**src/sv/kvt_pkg.sv**
```systemverilog
`timescale 1ns / 1ps
`default_nettype none
package kvt_pkg;

	localparam logic [2:0] OP_INSERT = 3'd0;
	localparam logic [2:0] OP_ERASE  = 3'd1;
	localparam logic [2:0] OP_CLEAR  = 3'd2;
	localparam logic [2:0] OP_LOOKUP = 3'd3;
	localparam logic [2:0] OP_COUNT  = 3'd4;

	localparam logic [1:0] STAT_OK   = 2'd0;
	localparam logic [1:0] STAT_FULL = 2'd1;
	localparam logic [1:0] STAT_MISS = 2'd2;

	typedef struct packed {
		logic load;
		logic exec;
		logic scan;
		logic mv_read;
		logic mv_write;
		logic res_load;
	} kvt_cmd_t;

	typedef struct packed {
		logic scan_op;
		logic erase_op;
		logic key_hit;
		logic scan_done;
	} kvt_sts_t;

endpackage
`default_nettype wire

```
**src/sv/keyed_value_table.sv**
```systemverilog
`timescale 1ns / 1ps
`default_nettype none
// unordered table of up to TABLE_DEPTH key/value pairs held in two single-port-read
// RAMs; one item at a time. insert, clear and unused ops go from the exec state
// straight to the done state; lookup and count scan every held entry, one per cycle
// through the RAM read port; erase scans up to the first matching key and then
// reads the last entry and writes it into the freed slot. a new item is taken as
// soon as the previous one is finished, while its result may still wait in the
// output register.
module keyed_value_table
	import kvt_pkg::*;
#(
	parameter int TABLE_DEPTH = 32,
	parameter int KEY_WIDTH   = 32,
	parameter int VALUE_WIDTH = 32
) (
	input  wire logic               clk,
	input  wire logic               arst_n,
	input  wire logic               in_valid,
	output logic                    in_ready,
	input  wire logic        [2:0]  op,
	input  wire logic signed [31:0] key_in,
	input  wire logic        [31:0] value_in,
	output logic                    out_valid,
	input  wire logic               out_ready,
	output logic             [1:0]  status,
	output logic                    found,
	output logic             [31:0] value_out,
	output logic             [5:0]  match_count,
	output logic             [5:0]  fill_level
);

	kvt_cmd_t cmd;
	kvt_sts_t sts;

	kvt_ctrl u_ctrl (
		.clk      (clk),
		.arst_n   (arst_n),
		.in_valid (in_valid),
		.in_ready (in_ready),
		.out_valid(out_valid),
		.out_ready(out_ready),
		.sts      (sts),
		.cmd      (cmd)
	);

	kvt_dpath #(
		.TABLE_DEPTH(TABLE_DEPTH),
		.KEY_WIDTH  (KEY_WIDTH),
		.VALUE_WIDTH(VALUE_WIDTH)
	) u_dpath (
		.clk        (clk),
		.arst_n     (arst_n),
		.cmd        (cmd),
		.sts        (sts),
		.op         (op),
		.key_in     (key_in),
		.value_in   (value_in),
		.status     (status),
		.found      (found),
		.value_out  (value_out),
		.match_count(match_count),
		.fill_level (fill_level)
	);

endmodule
`default_nettype wire

```
**src/sv/kvt_ram.sv**
```systemverilog
`timescale 1ns / 1ps
`default_nettype none
module kvt_ram #(
	parameter int WIDTH = 32,
	parameter int DEPTH = 32
) (
	input  wire logic                     clk,
	input  wire logic                     we,
	input  wire logic [$clog2(DEPTH)-1:0] waddr,
	input  wire logic [WIDTH-1:0]         wdata,
	input  wire logic [$clog2(DEPTH)-1:0] raddr,
	output logic      [WIDTH-1:0]         rdata
);

	logic [WIDTH-1:0] mem_q [DEPTH];
	logic [WIDTH-1:0] rdata_q;

	always_ff @(posedge clk) begin
		if (we) begin
			mem_q[waddr] <= wdata;
		end
		rdata_q <= mem_q[raddr];
	end

	assign rdata = rdata_q;

endmodule
`default_nettype wire

```
**src/sv/kvt_ctrl.sv**
```systemverilog
`timescale 1ns / 1ps
`default_nettype none
module kvt_ctrl
	import kvt_pkg::*;
(
	input  wire logic     clk,
	input  wire logic     arst_n,
	input  wire logic     in_valid,
	output logic          in_ready,
	output logic          out_valid,
	input  wire logic     out_ready,
	input  wire kvt_sts_t sts,
	output kvt_cmd_t      cmd
);

	typedef enum logic [2:0] {
		S_IDLE,
		S_EXEC,
		S_SCAN,
		S_MOVE_RD,
		S_MOVE_WR,
		S_DONE
	} state_t;

	state_t state_q;
	logic   out_valid_q;
	logic   slot_free;

	assign slot_free = !out_valid_q || out_ready;
	assign in_ready  = (state_q == S_IDLE);
	assign out_valid = out_valid_q;

	always_comb begin
		cmd = '0;
		case (state_q)
			S_IDLE:    cmd.load = in_valid;
			S_EXEC:    cmd.exec = 1'b1;
			S_SCAN:    cmd.scan = 1'b1;
			S_MOVE_RD: cmd.mv_read = 1'b1;
			S_MOVE_WR: cmd.mv_write = 1'b1;
			S_DONE:    cmd.res_load = slot_free;
			default:   cmd = '0;
		endcase
	end

	always_ff @(posedge clk or negedge arst_n) begin
		if (!arst_n) begin
			state_q     <= S_IDLE;
			out_valid_q <= 1'b0;
		end else begin
			out_valid_q <= ((state_q == S_DONE) && slot_free) || (out_valid_q && !out_ready);
			case (state_q)
				S_IDLE: begin
					if (in_valid) begin
						state_q <= S_EXEC;
					end
				end
				S_EXEC: begin
					state_q <= sts.scan_op ? S_SCAN : S_DONE;
				end
				S_SCAN: begin
					if (sts.erase_op && sts.key_hit) begin
						state_q <= S_MOVE_RD;
					end else if (sts.scan_done) begin
						state_q <= S_DONE;
					end
				end
				S_MOVE_RD: state_q <= S_MOVE_WR;
				S_MOVE_WR: state_q <= S_DONE;
				S_DONE: begin
					if (slot_free) begin
						state_q <= S_IDLE;
					end
				end
				default: state_q <= S_IDLE;
			endcase
		end
	end

endmodule
`default_nettype wire

```
**src/sv/kvt_dpath.sv**
```systemverilog
`timescale 1ns / 1ps
`default_nettype none
module kvt_dpath
	import kvt_pkg::*;
#(
	parameter int TABLE_DEPTH = 32,
	parameter int KEY_WIDTH   = 32,
	parameter int VALUE_WIDTH = 32
) (
	input  wire logic               clk,
	input  wire logic               arst_n,
	input  wire kvt_cmd_t           cmd,
	output kvt_sts_t                sts,
	input  wire logic        [2:0]  op,
	input  wire logic signed [31:0] key_in,
	input  wire logic        [31:0] value_in,
	output logic             [1:0]  status,
	output logic                    found,
	output logic             [31:0] value_out,
	output logic             [5:0]  match_count,
	output logic             [5:0]  fill_level
);

	localparam int AW = $clog2(TABLE_DEPTH);
	localparam int CW = $clog2(TABLE_DEPTH + 1);

	logic [2:0]             op_q;
	logic [KEY_WIDTH-1:0]   key_q;
	logic [VALUE_WIDTH-1:0] val_q;
	logic [CW-1:0]          count_q;
	logic [CW-1:0]          iss_q;
	logic                   rd_vld_s1;
	logic [AW-1:0]          rd_idx_s1;
	logic [AW-1:0]          hit_idx_q;
	logic                   res_found_q;
	logic                   res_full_q;
	logic [VALUE_WIDTH-1:0] res_val_q;
	logic [CW-1:0]          res_cnt_q;

	logic [1:0]  status_q;
	logic        found_q;
	logic [31:0] value_out_q;
	logic [5:0]  match_count_q;
	logic [5:0]  fill_level_q;

	logic                   full;
	logic                   more;
	logic [CW-1:0]          last_idx;
	logic                   ins_we;
	logic                   we;
	logic [AW-1:0]          waddr;
	logic [AW-1:0]          raddr;
	logic [KEY_WIDTH-1:0]   key_wdata;
	logic [VALUE_WIDTH-1:0] val_wdata;
	logic [KEY_WIDTH-1:0]   key_rdata;
	logic [VALUE_WIDTH-1:0] val_rdata;
	logic                   key_eq;
	logic                   val_eq;
	logic [1:0]             status_d;

	assign full     = (count_q == CW'(TABLE_DEPTH));
	assign more     = (iss_q < count_q);
	assign last_idx = count_q - CW'(1);
	assign ins_we   = cmd.exec && (op_q == OP_INSERT) && !full;
	assign we       = ins_we || cmd.mv_write;
	assign waddr    = cmd.mv_write ? hit_idx_q : count_q[AW-1:0];
	assign raddr    = cmd.mv_read ? last_idx[AW-1:0] : iss_q[AW-1:0];
	assign key_wdata = cmd.mv_write ? key_rdata : key_q;
	assign val_wdata = cmd.mv_write ? val_rdata : val_q;
	assign key_eq   = (key_rdata == key_q);
	assign val_eq   = (val_rdata == val_q);

	kvt_ram #(
		.WIDTH(KEY_WIDTH),
		.DEPTH(TABLE_DEPTH)
	) u_key_ram (
		.clk  (clk),
		.we   (we),
		.waddr(waddr),
		.wdata(key_wdata),
		.raddr(raddr),
		.rdata(key_rdata)
	);

	kvt_ram #(
		.WIDTH(VALUE_WIDTH),
		.DEPTH(TABLE_DEPTH)
	) u_val_ram (
		.clk  (clk),
		.we   (we),
		.waddr(waddr),
		.wdata(val_wdata),
		.raddr(raddr),
		.rdata(val_rdata)
	);

	assign sts.scan_op   = (op_q == OP_ERASE) || (op_q == OP_LOOKUP) || (op_q == OP_COUNT);
	assign sts.erase_op  = (op_q == OP_ERASE);
	assign sts.key_hit   = rd_vld_s1 && key_eq;
	assign sts.scan_done = !rd_vld_s1 && !more;

	always_ff @(posedge clk) begin
		if (cmd.load) begin
			op_q  <= op;
			key_q <= KEY_WIDTH'($unsigned(key_in));
			val_q <= VALUE_WIDTH'(value_in);
		end
	end

	always_ff @(posedge clk or negedge arst_n) begin
		if (!arst_n) begin
			count_q     <= '0;
			iss_q       <= '0;
			rd_vld_s1   <= 1'b0;
			rd_idx_s1   <= '0;
			hit_idx_q   <= '0;
			res_found_q <= 1'b0;
			res_full_q  <= 1'b0;
			res_val_q   <= '0;
			res_cnt_q   <= '0;
		end else if (cmd.load) begin
			iss_q       <= '0;
			rd_vld_s1   <= 1'b0;
			res_found_q <= 1'b0;
			res_full_q  <= 1'b0;
			res_val_q   <= '0;
			res_cnt_q   <= '0;
		end else begin
			rd_vld_s1 <= cmd.scan && more;
			if (cmd.exec) begin
				if (op_q == OP_INSERT) begin
					res_full_q <= full;
					if (!full) begin
						count_q <= count_q + CW'(1);
					end
				end else if (op_q == OP_CLEAR) begin
					count_q <= '0;
				end
			end
			if (cmd.scan) begin
				if (more) begin
					rd_idx_s1 <= iss_q[AW-1:0];
					iss_q     <= iss_q + CW'(1);
				end
				if (rd_vld_s1) begin
					case (op_q)
						OP_ERASE: begin
							if (key_eq && !res_found_q) begin
								res_found_q <= 1'b1;
								hit_idx_q   <= rd_idx_s1;
							end
						end
						OP_LOOKUP: begin
							if (key_eq) begin
								res_found_q <= 1'b1;
								res_val_q   <= val_rdata;
							end
						end
						OP_COUNT: begin
							if (val_eq) begin
								res_cnt_q <= res_cnt_q + CW'(1);
							end
						end
						default: ;
					endcase
				end
			end
			if (cmd.mv_write) begin
				count_q <= last_idx;
			end
		end
	end

	always_comb begin
		case (op_q)
			OP_INSERT: status_d = res_full_q ? STAT_FULL : STAT_OK;
			OP_ERASE,
			OP_LOOKUP: status_d = res_found_q ? STAT_OK : STAT_MISS;
			default:   status_d = STAT_OK;
		endcase
	end

	always_ff @(posedge clk) begin
		if (cmd.res_load) begin
			status_q      <= status_d;
			found_q       <= res_found_q;
			value_out_q   <= 32'(res_val_q);
			match_count_q <= 6'(res_cnt_q);
			fill_level_q  <= 6'(count_q);
		end
	end

	assign status      = status_q;
	assign found       = found_q;
	assign value_out   = value_out_q;
	assign match_count = match_count_q;
	assign fill_level  = fill_level_q;

endmodule
`default_nettype wire

```
**config.mk**
```make
export PLATFORM = sky130hd
export DESIGN_NAME = keyed_value_table
export DESIGN_NICKNAME = d
export VERILOG_FILES = /design/src/sv/kvt_pkg.sv /design/src/sv/keyed_value_table.sv /design/src/sv/kvt_ram.sv /design/src/sv/kvt_ctrl.sv /design/src/sv/kvt_dpath.sv
export SDC_FILE = /design/constraint.sdc
export NUM_CORES = 2
export LEC_CHECK = 0
export BUFFER_PORTS_ARGS = -buffer_cell sky130_fd_sc_hd__buf_2
export CORE_MARGIN = 2
export CORE_UTILIZATION = 35
export DETAILED_ROUTE_END_ITERATION = 7
export PLACE_DENSITY_LB_ADDON = 0.25
export SLEW_MARGIN = 20
export SYNTH_ARGS = -nofsm -noshare
export SYNTH_HDL_FRONTEND = slang
export SYNTH_HIERARCHICAL = 1
export SYNTH_SLANG_ARGS = --single-unit
```
**constraint.sdc**
```tcl
create_clock -name clk -period 9 [get_ports clk]
set_clock_uncertainty 0.2 [all_clocks]
set_input_delay 1.8 -clock clk [delete_from_list [all_inputs] [get_ports clk]]
set_output_delay 1.8 -clock clk [all_outputs]
set_load 0.01 [all_outputs]
```
# Yosys cells after proc, flatten, opt, wreduce, memory -nomap -nowiden
# Memory sizes are Yosys's and may differ from the RTL's. A register that Yosys moved wholly into a read port is not among the register bits.
# Index checks and enable logic that the tools add are counted.
totals:
  out_inout_bits: 49
  inputBits: 71
  regBits: 181
  memories: 2
  ram_bits: 2048
  word_cells: 138
op_classes:
  eq_ne: 18
  n_lt_le_gt_ge: 1
  n_addsub: 4
  reduce_logical: 44
  bitwise_logic: 1
  muxes: 49
memory_table:
  columns: ["name", "depth", "word_bits", "read_ports", "rd_ports_with_merged_regs", "wr", "line_no", "rtl"]
  rows:
  - ["u_dpath.u_key_ram.mem_q", 32, 32, 1, 1, 1, "kvt_ram.sv:15", "logic [WIDTH-1:0] mem_q [DEPTH];"]
  - ["u_dpath.u_val_ram.mem_q", 32, 32, 1, 1, 1, "kvt_ram.sv:15", null]
op_table:
  columns: ["cell", "n"]
  rows:
  - ["$mux W32", 7]
  - ["$mux W6", 13]
  - ["$eq A32 B32 Y1", 2]
  - ["$reduce_bool A2 Y1", 10]
  - ["$add A6 B1 Y6 const B", 3]
  - ["$mux W1", 18]
  - ["$pmux W3 S6", 1]
  - ["$mux W3", 5]
  - ["$eq A3 B2 Y1 const B", 4]
  - ["$ne A3 B2 Y1 const B", 4]
  - ["$reduce_and A4 Y1", 3]
  - ["$mux W5", 2]
  - ["$reduce_and A5 Y1", 2]
  - ["$eq A3 B3 Y1 const B", 3]
  - ["$logic_and A1 B1 Y1", 9]
  - ["$eq A3 B1 Y1 const B", 2]
  - ["$eq A6 B6 Y1 const B", 1]
  - ["$logic_not A1 Y1", 6]
  - ["$logic_not A3 Y1", 2]
  - ["$lt A6 B6 Y1", 1]
  - ["$reduce_and A3 Y1", 2]
  - ["$reduce_bool A3 Y1", 2]
  - ["$sub A6 B1 Y6 const B", 1]
  - ["$logic_or A1 B1 Y1", 5]
  - ["other kinds (8)", 9]

# Depth between registers and ports, before layout
depth:
  ltp_word: 7
  ltp_mapped: 14

# Hierarchy
# Netlist, hierarchy kept.
by_module_without_submodules:
  columns: ["module", "instances", "cells_each", "area_per_inst_um2"]
  rows:
  - ["kvt_ram (u_dpath.u_key_ram)", 1, 2260, 40492.6]
  - ["kvt_ram (u_dpath.u_val_ram)", 1, 2260, 40485.1]
  - ["kvt_dpath", 1, 590, 8034.0]
  - ["kvt_ctrl", 1, 33, 310.3]

# Least setup slack after synthesis
# OpenSTA, ideal clock, no wires.
synth_timing:
  kind: "in2reg"
  from: "input out_ready"
  to: "register u_dpath.fill_level_q[0] (netlist: u_dpath/fill_level[0]), enable pin"
  n_path_buf: 0
  setup_ns: 0.467
  stages: 2
  t_required_ns: 8.333
  setup_slack_ns: 4.186
  t_arrival_ns: 4.146
  path_cell_list: "inv_1 > a21oi_1"
synth_rtl:
  columns: ["item", "line_no", "rtl"]
  rows:
  - ["from (decl)", "keyed_value_table.sv:25", "input wire logic out_ready,"]
  - ["to (signal assigned)", "kvt_dpath.sv:189", "fill_level_q <= 6'(count_q);"]
  - ["to (decl)", "kvt_dpath.sv:44", "logic [5:0] fill_level_q;"]

==> impl_metrics.csv <==
group,metric,value,unit
clock_tree,number_of_resized_instances_in_the_post_cts_repair_step,0,
routing,antenna_violating_nets_post_route,0,
setup_path,critical_path_arrival,5.51,ns
clock_tree,clk_path_buf_depth,3,
timing,final.period_utilization,58.16,%
timing,post-route-min-period,5.234,ns
logic_synthesis,synthesis.yosys.warnings,6,
timing,hold_viol,0,
setup_path,critical_path.startpoint_type,"flop",
grt,first_global_vias,45691,
clock_tree,clk_transition_reported_paths,0.06,ns
floorplan,placement_rows,185,
clock_tree,cts_tree,"built",
timing,maxSlewHeadroom,30.25,%
floorplan,die_area,259300,µm²
floorplan,placeableCoreArea,253900,µm²
routing,drt_drc_violations_left,0,
power,pwr_density_cell,304.7,nW/µm²
final_layout,fin_nets,5397,
logic_synthesis,synth_seq_area_share,75.99,%
power,p_leak,32.55,nW
setup_path,critical_path_required,9.28,ns
final_layout,layout.cells.most_common,"sky130_fd_sc_hd__edfxtp_1",
status,result_of_the_run,"complete, no violations",
logic_synthesis,synth_largest_area_cell,"sky130_fd_sc_hd__edfxtp_1",
setup_path,logic_depth_of_the_worst_register_to_register_path,7,
grt,first_pass_grt_wire_length,339.1,mm
final_layout,syn_to_final_growth,13.31,%
clock_tree,post_cts_buffers,0,
logic_synthesis,synth_edf_count,2162,
clock_tree,count_of_hold_buffers_inserted_by_post_cts_repair,0,
hold_path,min_path_cells,0,
floorplan,floorplan_die_width,509.2,µm
routing,initialDrtViolationCount,4687,
timing,worst_pin_slew,1.046,ns
final_layout,nFillCells,22850,
final_layout,final_cell_mix,"sky130_fd_sc_hd__edfxtp_1 (2162), sky130_fd_sc_hd__mux2i_1 (1061), sky130_fd_sc_hd__clkbuf_16 (226)",
routing,routed_wl,241.4,mm
place,port-buffer-count,119,
floorplan,fp.dieH,509.2,µm
final_layout,utilization,39.86,%
setup_path,crit_fanout,46,
timing,hold_ws,0.2488,ns
timing,finalSetupTns,0,ns
clock_tree,cts_made_buffers,224,
clock_tree,h-tree-depth,4,
floorplan,initial_utilization,35.18,%
logic_synthesis,synth_seq_cells,2293,
timing,setup_viol,0,
job,max-cap-violations,0,
grt,grtUsageTotal,18.19,%
setup_path,worst_setup_ep_type,"flop",
clock_tree,cts_root_buffer,"sky130_fd_sc_hd__clkbuf_16",
final_layout,drive_gt1_share,12.88,%
logic_synthesis,synth_top_area_share,72.68,%
routing,wl_per_cell,27.18,µm
setup_path,critical_path_class,"reg2reg",
grt,grt-ovfl-total,0,
power,ir_worst_vdd,0.4053,mV
clock_tree,numClockSinks,2293,
routing,drtPass1Iterations,5,
logic_synthesis,mean_cell_area_of_the_mapped_netlist,17.37,µm²
timing,rsz0062_at_grt,"no",
clock_tree,worstSkewPairLatency,0.86,ns
logic_synthesis,synth.area.top_cells,"sky130_fd_sc_hd__edfxtp_1 (73%), sky130_fd_sc_hd__mux2i_1 (12%), sky130_fd_sc_hd__dfrtp_1 (1.9%), sky130_fd_sc_hd__a22oi_1 (1.6%), sky130_fd_sc_hd__dfxtp_1 (1.4%)",
routing,vias,46953,
place,globalplace.congestion,0.7428,
logic_synthesis,synthesized_net_count,5224,
timing,slew_violations,0,
place,hpwlAfterDp,112.3,mm
timing,achievable-frequency,0.1910,GHz
routing,vias_per_cell,5.288,
hold_path,worst_hold_path_type,"reg2reg",
grt,grt_start_max_net_pins,129,
logic_synthesis,synth_cells,5143,
logic_synthesis,synth_cell_type_count,57,
logic_synthesis,post_synth_instance_area,89320,µm²
grt,grt_antenna_before_repair,4,
logic_synthesis,async_set_reset_flop_share_out_of_synthesis,2.922,%
logic_synthesis,ys.flop_type,"sky130_fd_sc_hd__edfxtp_1",
floorplan,io_pins,120,
-- layout make-up --
type                       count  area, µm²  share of cell area [%]
clock inverter               111      989.7                  0.9778
antenna                        3      7.507                0.007417
timing repair buffer         226       1577                   1.558
clock buffer                 310       6131                   6.057
sequential                  2293      67880                   67.07
inverter                      15      56.30                 0.05563
tap                         3366       4212                   4.161
multi-input combinational   2556      20360                   20.12
-- cells in the mapped netlist, types with 64 or more instances --
master / n
sky130_fd_sc_hd__a21oi_1: 213
sky130_fd_sc_hd__a22o_1: 129
sky130_fd_sc_hd__a22oi_1: 193
sky130_fd_sc_hd__a31oi_1: 65
sky130_fd_sc_hd__buf_4: 68
sky130_fd_sc_hd__clkbuf_1: 103
sky130_fd_sc_hd__dfrtp_1: 67
sky130_fd_sc_hd__dfxtp_1: 64
sky130_fd_sc_hd__edfxtp_1: 2162
sky130_fd_sc_hd__mux2_2: 74
sky130_fd_sc_hd__mux2i_1: 1061
sky130_fd_sc_hd__nand2_1: 219
sky130_fd_sc_hd__nand3_1: 202
sky130_fd_sc_hd__nor2_1: 130
sky130_fd_sc_hd__nor3_1: 74
sky130_fd_sc_hd__xnor2_1: 67
-- power breakdown --
part	internal [mW]	switching, mW	leakage [nW]	total [mW]
sequential	13.4	0.477	20.9	13.8
clock	5.11	4.01	3.47	9.13
combinational	2.64	5.24	8.14	7.87
-- state kept, by name, indices dropped and copies added, names as in the netlist, 2 cells and up --
name                     cells
u_dpath/u_key_ram/mem_q   1024
u_dpath/u_val_ram/mem_q   1024
u_dpath/key_q               32
u_dpath/res_val_q           32
u_dpath/u_key_ram/rdata     32
u_dpath/u_val_ram/rdata     32
u_dpath/val_q               32
u_dpath/value_out           32
u_dpath/count_q              6
u_dpath/fill_level           6
u_dpath/iss_q                6
u_dpath/match_count          6
u_dpath/res_cnt_q            6
u_dpath/hit_idx_q            5
u_dpath/rd_idx_s1            5
u_ctrl/state_q               3
u_dpath/op_q                 3
u_dpath/status               2
-- through the flow --
step / cell area [µm²] / power (mW) / cells / setup slack, ns
floorplan: 89320 / 19.32 / 5143 / 4.186
global route: 101200 / 32.08 / 8878 / 3.477
global placement: 94070 / 21.87 / 8455 / 3.958
CTS: 101200 / 31.09 / 8876 / 3.792
detailed placement: 94070 / 21.97 / 8455 / 3.869
finish: 101200 / 30.84 / 8880 / 3.766
-- worst paths after layout --
path                                                    from                                   endpoint  slack [ns]
min in group asynchronous                             arst_n                 u_ctrl/out_valid$_DFF_PN0_        0.73
min reg2reg                u_dpath/res_val_q[14]$_DFFE_PN0P_            u_dpath/value_out[14]$_DFFE_PP_        0.25
max in group asynchronous                             arst_n          u_dpath/res_val_q[19]$_DFFE_PN0P_        7.26
max                            u_ctrl/state_q[2]$_DFFE_PN0P_  u_dpath/u_key_ram/mem_q[19][25]$_DFFE_PP_        3.77
min                        u_dpath/res_val_q[14]$_DFFE_PN0P_            u_dpath/value_out[14]$_DFFE_PP_        0.25
max reg2reg                    u_ctrl/state_q[2]$_DFFE_PN0P_  u_dpath/u_key_ram/mem_q[19][25]$_DFFE_PP_        3.77
-- metal layers --
| layer | GRT usage, % | wire length (µm) | vias up |
|---|---|---|---|
| met2 | 29.71 | 115800 | 1389 |
| met3 | 2.542 | 12920 | 336 |
| met5 | 0 | 0 | - |
| met4 | 4.452 | 5320 | 0 |
| met1 | 25.63 | 107400 | 24621 |
| li1 | - | - | 20607 |
-- worst max-delay path, stage by stage (launching register included) --
cell	delay, ns
sky130_fd_sc_hd__dfrtp_1	0.55
sky130_fd_sc_hd__nor3b_2	0.42
sky130_fd_sc_hd__buf_4	0.80
sky130_fd_sc_hd__nand2_1	0.15
sky130_fd_sc_hd__o21ai_0	0.41
sky130_fd_sc_hd__nand3_1	0.86
sky130_fd_sc_hd__nor2_4	0.92
sky130_fd_sc_hd__buf_4	0.47
-- cell families (layout without fill, tap and decap cells) --
group / Yosys count / in the layout / synth area share (%)
fa+ha+maj: 10 / 10 / 0.1401
simple gates: 707 / 707 / 3.670
xor+xnor: 71 / 71 / 0.6962
mux: 1135 / 1135 / 12.82
flops: 2293 / 2293 / 75.99
other cells: 0 / 3 / 0
compound gates: 633 / 633 / 4.785
buf+inv: 294 / 662 / 1.891
Note: power is estimated with default switching activity, not from simulation.
